<file path="src/rtl/assert_macros.svh">
// assertion macros used by the drive command smoother
`ifndef ASSERT_MACROS_SVH
`define ASSERT_MACROS_SVH

// property checked on every rising edge of clk, off while in reset
`define ASSERT_CLK(label, prop, msg) \
	label: assert property (@(posedge clk) disable iff (!arst_n) prop) else $error(msg);

// condition that must never hold
`define ASSERT_NEVER(label, cond, msg) \
	`ASSERT_CLK(label, !(cond), msg)

`endif

</file>
<file path="src/rtl/dcs_pkg.sv">
// types, constants and the goal scaling table of the drive command smoother
`default_nettype none
package dcs_pkg;

	// fixed point: fraction bits of goals and filtered values
	localparam int FRAC_BITS = 16;
	localparam int ONE_FIX   = 1 << FRAC_BITS;

	// gain is always q0.16, consumed two bits per cycle
	localparam int GAIN_W    = 16;
	localparam int DIGIT_W   = 2;
	localparam int DIGITS    = GAIN_W / DIGIT_W;
	localparam int CNT_W     = $clog2(DIGITS);
	localparam logic [GAIN_W-1:0] GAIN_RESET = 16'd13107;

	// speed is unsigned 0..1.0, angle signed -1.0..1.0
	localparam int SPD_W     = FRAC_BITS + 1;
	localparam int ANG_W     = FRAC_BITS + 2;
	localparam int MAG_W     = FRAC_BITS + 2;
	localparam int ACC_W     = MAG_W + GAIN_W;

	// joystick magnitude scaling: round(m * 2^F / 127)
	localparam int GOAL_ENTRIES = 128;
	localparam int GOAL_DIV     = 127;
	localparam int GOAL_ROUND   = 63;

	typedef logic [SPD_W-1:0] goal_lut_t [GOAL_ENTRIES];

	function automatic goal_lut_t build_goal_lut();
		goal_lut_t lut;
		for (int i = 0; i < GOAL_ENTRIES; i++) begin
			lut[i] = SPD_W'(((i << FRAC_BITS) + GOAL_ROUND) / GOAL_DIV);
		end
		return lut;
	endfunction

	localparam goal_lut_t GOAL_LUT = build_goal_lut();

	// sequencer states
	typedef enum logic [2:0] {
		ST_IDLE,
		ST_LOAD,
		ST_MUL,
		ST_FIN,
		ST_OUT
	} state_t;

	// controls for the digit-serial multipliers
	typedef struct packed {
		logic load;
		logic run;
	} mul_ctrl_t;

endpackage
`default_nettype wire

</file>
<file path="src/rtl/dcs_serial_mul.sv">
// digit-serial multiplier: round(mag * gain / 2^16), two gain bits per cycle
`default_nettype none
module dcs_serial_mul
	import dcs_pkg::*;
(
	input  wire logic              clk,
	input  wire logic              arst_n,
	input  wire mul_ctrl_t         ctrl,
	input  wire logic [MAG_W-1:0]  mag,
	input  wire logic [GAIN_W-1:0] gain,
	output logic      [MAG_W-1:0]  step
);

	logic [ACC_W-1:0]  mcand_q;
	logic [GAIN_W-1:0] gain_sh_q;
	logic [ACC_W-1:0]  acc_q;
	logic [ACC_W-1:0]  part;

	// partial product of the lowest gain digit
	always_comb begin
		part = '0;
		if (gain_sh_q[0]) part = part + mcand_q;
		if (gain_sh_q[1]) part = part + {mcand_q[ACC_W-2:0], 1'b0};
	end

	// accumulator starts at one half for rounding, multiplicand moves up a digit
	always_ff @(posedge clk or negedge arst_n) begin
		if (!arst_n) begin
			mcand_q   <= '0;
			gain_sh_q <= '0;
			acc_q     <= '0;
		end else if (ctrl.load) begin
			mcand_q   <= ACC_W'(mag);
			gain_sh_q <= gain;
			acc_q     <= ACC_W'(1) << (GAIN_W - 1);
		end else if (ctrl.run) begin
			mcand_q   <= mcand_q << DIGIT_W;
			gain_sh_q <= gain_sh_q >> DIGIT_W;
			acc_q     <= acc_q + part;
		end
	end

	assign step = acc_q[ACC_W-1:GAIN_W];

endmodule
`default_nettype wire

</file>
<file path="src/rtl/drive_command_smoother.sv">
// drive command smoother: joystick frames to smoothed speed, angle and direction codes
//
//  channel   dir  fields (lowest bit up)                          handshake
//  s_        in   tdata: frame_speed[7:0] frame_angle[15:8]       tvalid/tready
//                 tuser: has_frame
//  m_        out  tdata: speed_code[7:0] angle_code[13:8]         tvalid/tready
//                 reverse_dir[14], zero[15]
//  cfg_      in   cfg_data: smoothing_gain                        cfg_we
//
// an accepted item steps through load, 8 multiply steps (two gain bits per step in
// two shared-form serial multipliers), update and output, where the result is registered.
// the next item is taken only after the sequencer returns to idle: one item at a time.
// a stalled output holds the sequencer in its output state; the input waits.
// arst_n clears the state, the filters, the goals and loads the reset gain.
`default_nettype none
`include "assert_macros.svh"
module drive_command_smoother
	import dcs_pkg::*;
(
	input  wire logic        clk,
	input  wire logic        arst_n,
	input  wire logic        s_tvalid,
	output logic             s_tready,
	input  wire logic [15:0] s_tdata,   // frame_speed[7:0], frame_angle[15:8]
	input  wire logic        s_tuser,   // has_frame
	output logic             m_tvalid,
	input  wire logic        m_tready,
	output logic      [15:0] m_tdata,   // speed_code[7:0], angle_code[13:8], reverse_dir[14]
	input  wire logic        cfg_we,
	input  wire logic [15:0] cfg_data
);

	state_t state_q, state_d;
	logic [CNT_W-1:0]  cnt_q;
	logic [GAIN_W-1:0] gain_q;
	logic [SPD_W-1:0]  speed_goal_q, speed_val_q;
	logic [ANG_W-1:0]  angle_goal_q, angle_val_q;
	logic              backward_q, moving_q;
	logic              sneg_q, aneg_q;
	logic              m_tvalid_q;
	logic [15:0]       m_tdata_q;

	logic              accept, out_free, out_load;
	mul_ctrl_t         mul_ctrl;

	// configuration register
	always_ff @(posedge clk or negedge arst_n) begin
		if (!arst_n) begin
			gain_q <= GAIN_RESET;
		end else if (cfg_we) begin
			gain_q <= cfg_data;
		end
	end

	// frame decode: magnitudes clipped to 127, scaled by table
	logic [7:0]       sp_raw, an_raw, sp_abs, an_abs;
	logic [6:0]       sp_mag, an_mag;
	logic [SPD_W-1:0] an_scaled;
	logic [ANG_W-1:0] an_goal;

	always_comb begin
		sp_raw    = s_tdata[7:0];
		an_raw    = s_tdata[15:8];
		sp_abs    = sp_raw[7] ? (~sp_raw + 8'd1) : sp_raw;
		an_abs    = an_raw[7] ? (~an_raw + 8'd1) : an_raw;
		sp_mag    = sp_abs[7] ? 7'd127 : sp_abs[6:0];
		an_mag    = an_abs[7] ? 7'd127 : an_abs[6:0];
		an_scaled = GOAL_LUT[an_mag];
		an_goal   = an_raw[7] ? (ANG_W'(0) - ANG_W'(an_scaled)) : ANG_W'(an_scaled);
	end

	// differences toward the goals and their magnitudes
	logic [SPD_W:0]   sdiff;
	logic [ANG_W:0]   adiff;
	logic [MAG_W-1:0] smag, amag;
	logic [ANG_W:0]   adiff_abs;
	logic [SPD_W:0]   sdiff_abs;

	always_comb begin
		sdiff     = {1'b0, speed_goal_q} - {1'b0, speed_val_q};
		adiff     = {angle_goal_q[ANG_W-1], angle_goal_q} - {angle_val_q[ANG_W-1], angle_val_q};
		sdiff_abs = sdiff[SPD_W] ? (~sdiff + 1'b1) : sdiff;
		adiff_abs = adiff[ANG_W] ? (~adiff + 1'b1) : adiff;
		smag      = MAG_W'(sdiff_abs);
		amag      = adiff_abs[MAG_W-1:0];
	end

	// serial multipliers for the two filter steps
	logic [MAG_W-1:0] sstep, astep;

	dcs_serial_mul u_speed_mul (
		.clk    (clk),
		.arst_n (arst_n),
		.ctrl   (mul_ctrl),
		.mag    (smag),
		.gain   (gain_q),
		.step   (sstep)
	);

	dcs_serial_mul u_angle_mul (
		.clk    (clk),
		.arst_n (arst_n),
		.ctrl   (mul_ctrl),
		.mag    (amag),
		.gain   (gain_q),
		.step   (astep)
	);

	// next state
	always_comb begin
		state_d = state_q;
		unique case (state_q)
			ST_IDLE: if (accept) state_d = ST_LOAD;
			ST_LOAD: state_d = ST_MUL;
			ST_MUL:  if (cnt_q == CNT_W'(DIGITS - 1)) state_d = ST_FIN;
			ST_FIN:  state_d = ST_OUT;
			ST_OUT:  if (out_free) state_d = ST_IDLE;
			default: state_d = ST_IDLE;
		endcase
	end

	// sequencer outputs
	always_comb begin
		out_free      = !m_tvalid_q || m_tready;
		s_tready      = (state_q == ST_IDLE);
		accept        = s_tvalid && s_tready;
		mul_ctrl.load = (state_q == ST_LOAD);
		mul_ctrl.run  = (state_q == ST_MUL);
		out_load      = (state_q == ST_OUT) && out_free;
	end

	always_ff @(posedge clk or negedge arst_n) begin
		if (!arst_n) begin
			state_q <= ST_IDLE;
			cnt_q   <= '0;
		end else begin
			state_q <= state_d;
			if (state_q == ST_LOAD) cnt_q <= '0;
			else if (state_q == ST_MUL) cnt_q <= cnt_q + 1'b1;
		end
	end

	// goals, direction and filter state
	always_ff @(posedge clk or negedge arst_n) begin
		if (!arst_n) begin
			speed_goal_q <= '0;
			angle_goal_q <= '0;
			speed_val_q  <= '0;
			angle_val_q  <= '0;
			backward_q   <= 1'b0;
			moving_q     <= 1'b0;
			sneg_q       <= 1'b0;
			aneg_q       <= 1'b0;
		end else begin
			if (accept && s_tuser) begin
				speed_goal_q <= GOAL_LUT[sp_mag];
				angle_goal_q <= an_goal;
				backward_q   <= sp_raw[7];
				moving_q     <= (sp_raw != 8'd0);
			end
			if (state_q == ST_LOAD) begin
				sneg_q <= sdiff[SPD_W];
				aneg_q <= adiff[ANG_W];
			end
			if (state_q == ST_FIN) begin
				speed_val_q <= sneg_q ? (speed_val_q - SPD_W'(sstep))
					: (speed_val_q + SPD_W'(sstep));
				angle_val_q <= aneg_q ? (angle_val_q - ANG_W'(astep))
					: (angle_val_q + ANG_W'(astep));
			end
		end
	end

	// output codes: speed * 255 and (angle + 1) * 63 / 2, both rounded
	logic [SPD_W+7:0] spd_prod;
	logic [ANG_W-1:0] ang_off;
	logic [ANG_W+5:0] ang_prod;
	logic [7:0]       speed_code;
	logic [5:0]       angle_code;
	logic             reverse_dir;

	always_comb begin
		spd_prod    = {speed_val_q, 8'd0} - (SPD_W+8)'(speed_val_q)
			+ ((SPD_W+8)'(1) << (FRAC_BITS - 1));
		ang_off     = angle_val_q + ANG_W'(ONE_FIX);
		ang_prod    = {ang_off, 6'd0} - (ANG_W+6)'(ang_off)
			+ ((ANG_W+6)'(1) << FRAC_BITS);
		speed_code  = moving_q ? spd_prod[FRAC_BITS+7:FRAC_BITS] : 8'd0;
		angle_code  = ang_prod[FRAC_BITS+6:FRAC_BITS+1];
		reverse_dir = moving_q && backward_q;
	end

	// output register
	always_ff @(posedge clk or negedge arst_n) begin
		if (!arst_n) begin
			m_tvalid_q <= 1'b0;
		end else if (out_load) begin
			m_tvalid_q <= 1'b1;
		end else if (m_tready) begin
			m_tvalid_q <= 1'b0;
		end
	end

	always_ff @(posedge clk) begin
		if (out_load) begin
			m_tdata_q <= {1'b0, reverse_dir, angle_code, speed_code};
		end
	end

	assign m_tvalid = m_tvalid_q;
	assign m_tdata  = m_tdata_q;

	// checks
	`ASSERT_CLK(a_accept_loads, (s_tvalid && s_tready) |=> (state_q == ST_LOAD), "accepted item did not start loading")
	`ASSERT_CLK(a_result_from_out, $rose(m_tvalid) |-> $past(state_q == ST_OUT), "result raised outside output state")
	`ASSERT_NEVER(a_speed_range, speed_val_q > SPD_W'(ONE_FIX), "filtered speed beyond full scale")
	`ASSERT_CLK(a_mul_to_fin, (state_q == ST_FIN) |-> $past(state_q == ST_MUL && cnt_q == CNT_W'(DIGITS - 1)), "update before all multiply steps")

endmodule
`default_nettype wire
</file>
<file path="config.mk">
export PLATFORM = sky130hd
export DESIGN_NAME = drive_command_smoother
export DESIGN_NICKNAME = d
export VERILOG_FILES = /design/src/rtl/dcs_pkg.sv /design/src/rtl/dcs_serial_mul.sv /design/src/rtl/drive_command_smoother.sv
export VERILOG_INCLUDE_DIRS = /design/src /design/src/rtl
export SDC_FILE = /design/constraint.sdc
export NUM_CORES = 1
export LEC_CHECK = 0
export ABC_AREA = 0
export BUFFER_PORTS_ARGS = -buffer_cell sky130_fd_sc_hd__buf_4
export CAP_MARGIN = 10
export CORE_MARGIN = 2
export CORE_UTILIZATION = 40
export CTS_BUF_LIST = sky130_fd_sc_hd__clkbuf_4 sky130_fd_sc_hd__clkbuf_8
export DETAILED_ROUTE_END_ITERATION = 7
export MAX_ROUTING_LAYER = met4
export PLACE_DENSITY_LB_ADDON = 0.12
export SLEW_MARGIN = 20
export SYNTH_ARGS = -nofsm -noshare
export SYNTH_HDL_FRONTEND = slang
export SYNTH_SLANG_ARGS = --single-unit
export TNS_END_PERCENT = 10
</file>
<file path="constraint.sdc">
create_clock -name clk -period 15.5 [get_ports clk]
set_input_delay 1.55 -clock clk [delete_from_list [all_inputs] [get_ports clk]]
set_output_delay 1.55 -clock clk [all_outputs]
set_load 0.01 [all_outputs]
</file>
==> flow_results.xml <==
<?xml version="1.0" encoding="UTF-8"?>
<metrics>
  <group name="placement">
    <metric name="port-buffer-count" unit="">54</metric>
    <metric name="place_hpwl" unit="mm">48.7</metric>
    <metric name="worst_slack_at_placement" unit="ns">9.08</metric>
    <metric name="gp_routability_congestion" unit="">0.879</metric>
  </group>
  <group name="routing">
    <metric name="vias_per_cell" unit="">5.59</metric>
    <metric name="starting_drc_count_in_detailed_routing" unit="">1053</metric>
    <metric name="via_count" unit="">20800</metric>
    <metric name="drt-pass1-iter-count" unit="">5</metric>
    <metric name="final_antenna_net_count" unit="">0</metric>
    <metric name="routed_wire_length_per_instance" unit="um">17.5</metric>
    <metric name="routed_wirelength" unit="mm">65.3</metric>
    <metric name="post-route-drc-count" unit="">0</metric>
  </group>
  <group name="global_route">
    <metric name="grt.overflow.total" unit="">0</metric>
    <metric name="grt_max_degree" unit="">116</metric>
    <metric name="antenna_found_initial" unit="">3</metric>
    <metric name="grt_pass1_wl" unit="mm">106</metric>
    <metric name="grt_use_total" unit="">0.215</metric>
    <metric name="via_count_of_the_first_global_routing_pass" unit="">20600</metric>
  </group>
  <group name="synthesis">
    <metric name="seq_area_frac_synth" unit="">0.273</metric>
    <metric name="mean_instance_size_in_the_synthesized_netlist" unit="um^2">8.27</metric>
    <metric name="synth_enable_flop_cells" unit="">15</metric>
    <metric name="ys_async_sr_fraction" unit="">0.942</metric>
    <metric name="yosysWarningCount" unit="">0</metric>
    <metric name="dominantRegCellSynth" unit="">sky130_fd_sc_hd__dfrtp_1</metric>
    <metric name="yosys.area.top_type" unit="">sky130_fd_sc_hd__dfrtp_1</metric>
    <metric name="nets_in_the_synthesized_netlist" unit="">3213</metric>
    <metric name="yosys_register_bits" unit="">259</metric>
    <metric name="number_of_instances_in_the_synthesized_netlist" unit="">2905</metric>
    <metric name="synth_top_area_share" unit="">0.246</metric>
    <metric name="yosysUniqueCellTypes" unit="">91</metric>
    <metric name="synth_area_leaders" unit="">sky130_fd_sc_hd__dfrtp_1 25%, sky130_fd_sc_hd__ha_1 14%, sky130_fd_sc_hd__xnor2_1 5.8%, sky130_fd_sc_hd__nand2_1 5.3%, sky130_fd_sc_hd__o21ai_0 5.0%</metric>
    <metric name="syn-cell-area" unit="um^2">24000</metric>
  </group>
  <group name="floorplan">
    <metric name="fp.coreArea" unit="um^2">59200</metric>
    <metric name="die_boundary_height" unit="um">249</metric>
    <metric name="fp.dieArea" unit="um^2">62100</metric>
    <metric name="io_pins" unit="">56</metric>
    <metric name="initial_core_util" unit="">0.406</metric>
    <metric name="rows" unit="">89</metric>
    <metric name="die_w" unit="um">249</metric>
  </group>
  <group name="run_status">
    <metric name="outcome" unit="">finished, final reports clean</metric>
  </group>
  <group name="timing">
    <metric name="relSlewSlack" unit="">0.278</metric>
    <metric name="fin_worst_hold_slack" unit="ns">0.467</metric>
    <metric name="drv_slew" unit="">0</metric>
    <metric name="setup_violations" unit="">0</metric>
    <metric name="worstMarginPinSlew" unit="ns">1.08</metric>
    <metric name="final_worst_path_cycle_share" unit="">0.416</metric>
    <metric name="max_clock_freq" unit="MHz">155</metric>
    <metric name="finClkSkew" unit="ns">0.0242</metric>
    <metric name="fin_tns_setup" unit="ns">0</metric>
    <metric name="rsz0062_at_grt" unit="">no</metric>
    <metric name="worst_slack" unit="ns">9.05</metric>
    <metric name="timing.final.hold_violations" unit="">0</metric>
    <metric name="finalCriticalPeriod" unit="ns">6.45</metric>
  </group>
  <group name="clock_tree">
    <metric name="cts_inserted_buffers" unit="">51</metric>
    <metric name="clkSinkCount" unit="">259</metric>
    <metric name="cts_max_level" unit="">2</metric>
    <metric name="path_clk_slew" unit="ns">0.06</metric>
    <metric name="clk_path_buf_depth" unit="">3</metric>
    <metric name="post_cts_buffers" unit="">0</metric>
    <metric name="number_of_hold_buffers_added_after_cts" unit="">0</metric>
    <metric name="clock_tree_from_tritoncts" unit="">done</metric>
    <metric name="clock_tree.root_cell" unit="">sky130_fd_sc_hd__clkbuf_8</metric>
    <metric name="clk_latency" unit="ns">0.66</metric>
    <metric name="postCtsResizedCells" unit="">0</metric>
  </group>
  <group name="finish">
    <metric name="finalNetCount" unit="">3216</metric>
    <metric name="synthToLayoutAreaGrowth" unit="%">9.41</metric>
    <metric name="most-common-layout-cells" unit="">336 x sky130_fd_sc_hd__nand2_1, 262 x sky130_fd_sc_hd__ha_1, 237 x sky130_fd_sc_hd__o21ai_0</metric>
    <metric name="mostFrequentLayoutCell" unit="">sky130_fd_sc_hd__nand2_1</metric>
    <metric name="drive_above_1_share" unit="">0.0915</metric>
  </group>
  <group name="hold_path">
    <metric name="hold_path_class" unit="">flip-flop to flip-flop</metric>
  </group>
  <group name="worst_setup_path">
    <metric name="critPathArrivalTime" unit="ns">6.98</metric>
    <metric name="worst_setup_start_kind" unit="">flip-flop</metric>
    <metric name="worst-path-max-fanout" unit="">84</metric>
    <metric name="timing_worst_setup_path_type" unit="">flip-flop to flip-flop</metric>
    <metric name="endpoint_kind" unit="">flip-flop</metric>
    <metric name="timing.critical_path.required" unit="ns">16.02</metric>
  </group>
  <group name="run">
    <metric name="max_cap_viol_count" unit="">0</metric>
  </group>
</metrics>
## routing by layer
layer	GRT usage	vias to the layer above	routed length, um
li1	-	10500	-
met1	0.256	9933	28800
met2	0.374	312	32200
met3	0.0245	119	2000
met4	0.0783	0	2240
met5	-	-	0
## final timing paths
check	start	endpoint	slack (ns)	depth (start not counted)
worst max-delay path	u_speed_mul.gain_sh_q[0]	u_angle_mul.acc_q[32]	9.05	23
worst min-delay path	backward_q	backward_q	0.47	2
worst max register to register	u_speed_mul.gain_sh_q[0]	u_angle_mul.acc_q[32]	9.05	23
worst min register to register	backward_q	backward_q	0.47	2
max in group asynchronous	arst_n	u_speed_mul.mcand_q[24]	12.13	3
min in group asynchronous	arst_n	angle_val_q[12]	1.00	1
## flip-flops by register name, indices dropped and copies added (netlist names), 15 cells and up
signal                 cells
angle_goal_q              18
angle_val_q               18
gain_q                    16
m_tdata                   15
speed_val_q               17
u_angle_mul.acc_q         34
u_angle_mul.mcand_q       34
u_speed_mul.acc_q         33
u_speed_mul.gain_sh_q     16
u_speed_mul.mcand_q       33
## through the flow
stage / instance area, um^2 / instances / utilization
after CTS: 26300 / 3723 / 0.444
after global routing: 26300 / 3725 / 0.444
final: 26300 / 3725 / 0.444
after global placement: 25100 / 3628 / 0.423
after detailed placement: 25100 / 3628 / 0.423
after floorplan: 24000 / 2905 / -
## cell usage after synthesis (71+ instances only)
| cell | count |
|---|---|
| sky130_fd_sc_hd__nand2_1 | 337 |
| sky130_fd_sc_hd__ha_1 | 262 |
| sky130_fd_sc_hd__o21ai_0 | 238 |
| sky130_fd_sc_hd__dfrtp_1 | 236 |
| sky130_fd_sc_hd__a21oi_1 | 189 |
| sky130_fd_sc_hd__nor2_1 | 182 |
| sky130_fd_sc_hd__inv_1 | 160 |
| sky130_fd_sc_hd__xnor2_1 | 158 |
| sky130_fd_sc_hd__clkbuf_1 | 104 |
| sky130_fd_sc_hd__xor2_1 | 88 |
| sky130_fd_sc_hd__and2_1 | 73 |
| sky130_fd_sc_hd__a21o_1 | 71 |
## kinds of logic (layout without fill, tap and decap cells)
| kind of cell | Yosys count | in the layout | synth area share |
|---|---|---|---|
| simple gates | 911 | 911 | 0.183 |
| compound gates | 859 | 859 | 0.229 |
| buf+inv | 276 | 321 | 0.0439 |
| fa+ha+maj | 272 | 272 | 0.144 |
| flops | 259 | 259 | 0.273 |
| xor+xnor | 247 | 247 | 0.0906 |
| mux | 80 | 80 | 0.0367 |
| other cells | 1 | 3 | 0.000156 |
## area by class of cell
type	count	area (um^2)
fillers	5918	32900
multi-input cells	2370	16400
flip-flops and latches	259	6570
clock buffers	83	1070
well taps	773	967
inverters	160	601
repair buffers	66	503
clock inverters	12	135
diodes	2	5.00
## worst max-delay path: stages (launching register included)
cell and delay [ns]:
sky130_fd_sc_hd__dfrtp_2 0.38, sky130_fd_sc_hd__buf_4 0.34, sky130_fd_sc_hd__nand2_1 0.18, sky130_fd_sc_hd__inv_1 0.05, sky130_fd_sc_hd__ha_1 0.20, sky130_fd_sc_hd__fa_1 0.47, sky130_fd_sc_hd__and4b_1 0.24, sky130_fd_sc_hd__o311a_1 0.34
sky130_fd_sc_hd__o22ai_1 0.30, sky130_fd_sc_hd__o211ai_1 0.27, sky130_fd_sc_hd__o41ai_1 0.49, sky130_fd_sc_hd__o21a_1 0.21, sky130_fd_sc_hd__o21bai_1 0.07, sky130_fd_sc_hd__a21oi_1 0.17, sky130_fd_sc_hd__xnor2_1 0.08, sky130_fd_sc_hd__mux2_2 0.27
sky130_fd_sc_hd__ha_1 0.35, sky130_fd_sc_hd__a21o_1 0.20, sky130_fd_sc_hd__a21oi_1 0.14, sky130_fd_sc_hd__o211ai_1 0.15, sky130_fd_sc_hd__o31ai_1 0.39, sky130_fd_sc_hd__a41oi_1 0.25, sky130_fd_sc_hd__o2111a_1 0.28, sky130_fd_sc_hd__or3b_2 0.46
Power is left out: the tool's default activity adds up to more than one toggle a clock period on the data nets, which glitch-free logic cannot reach.
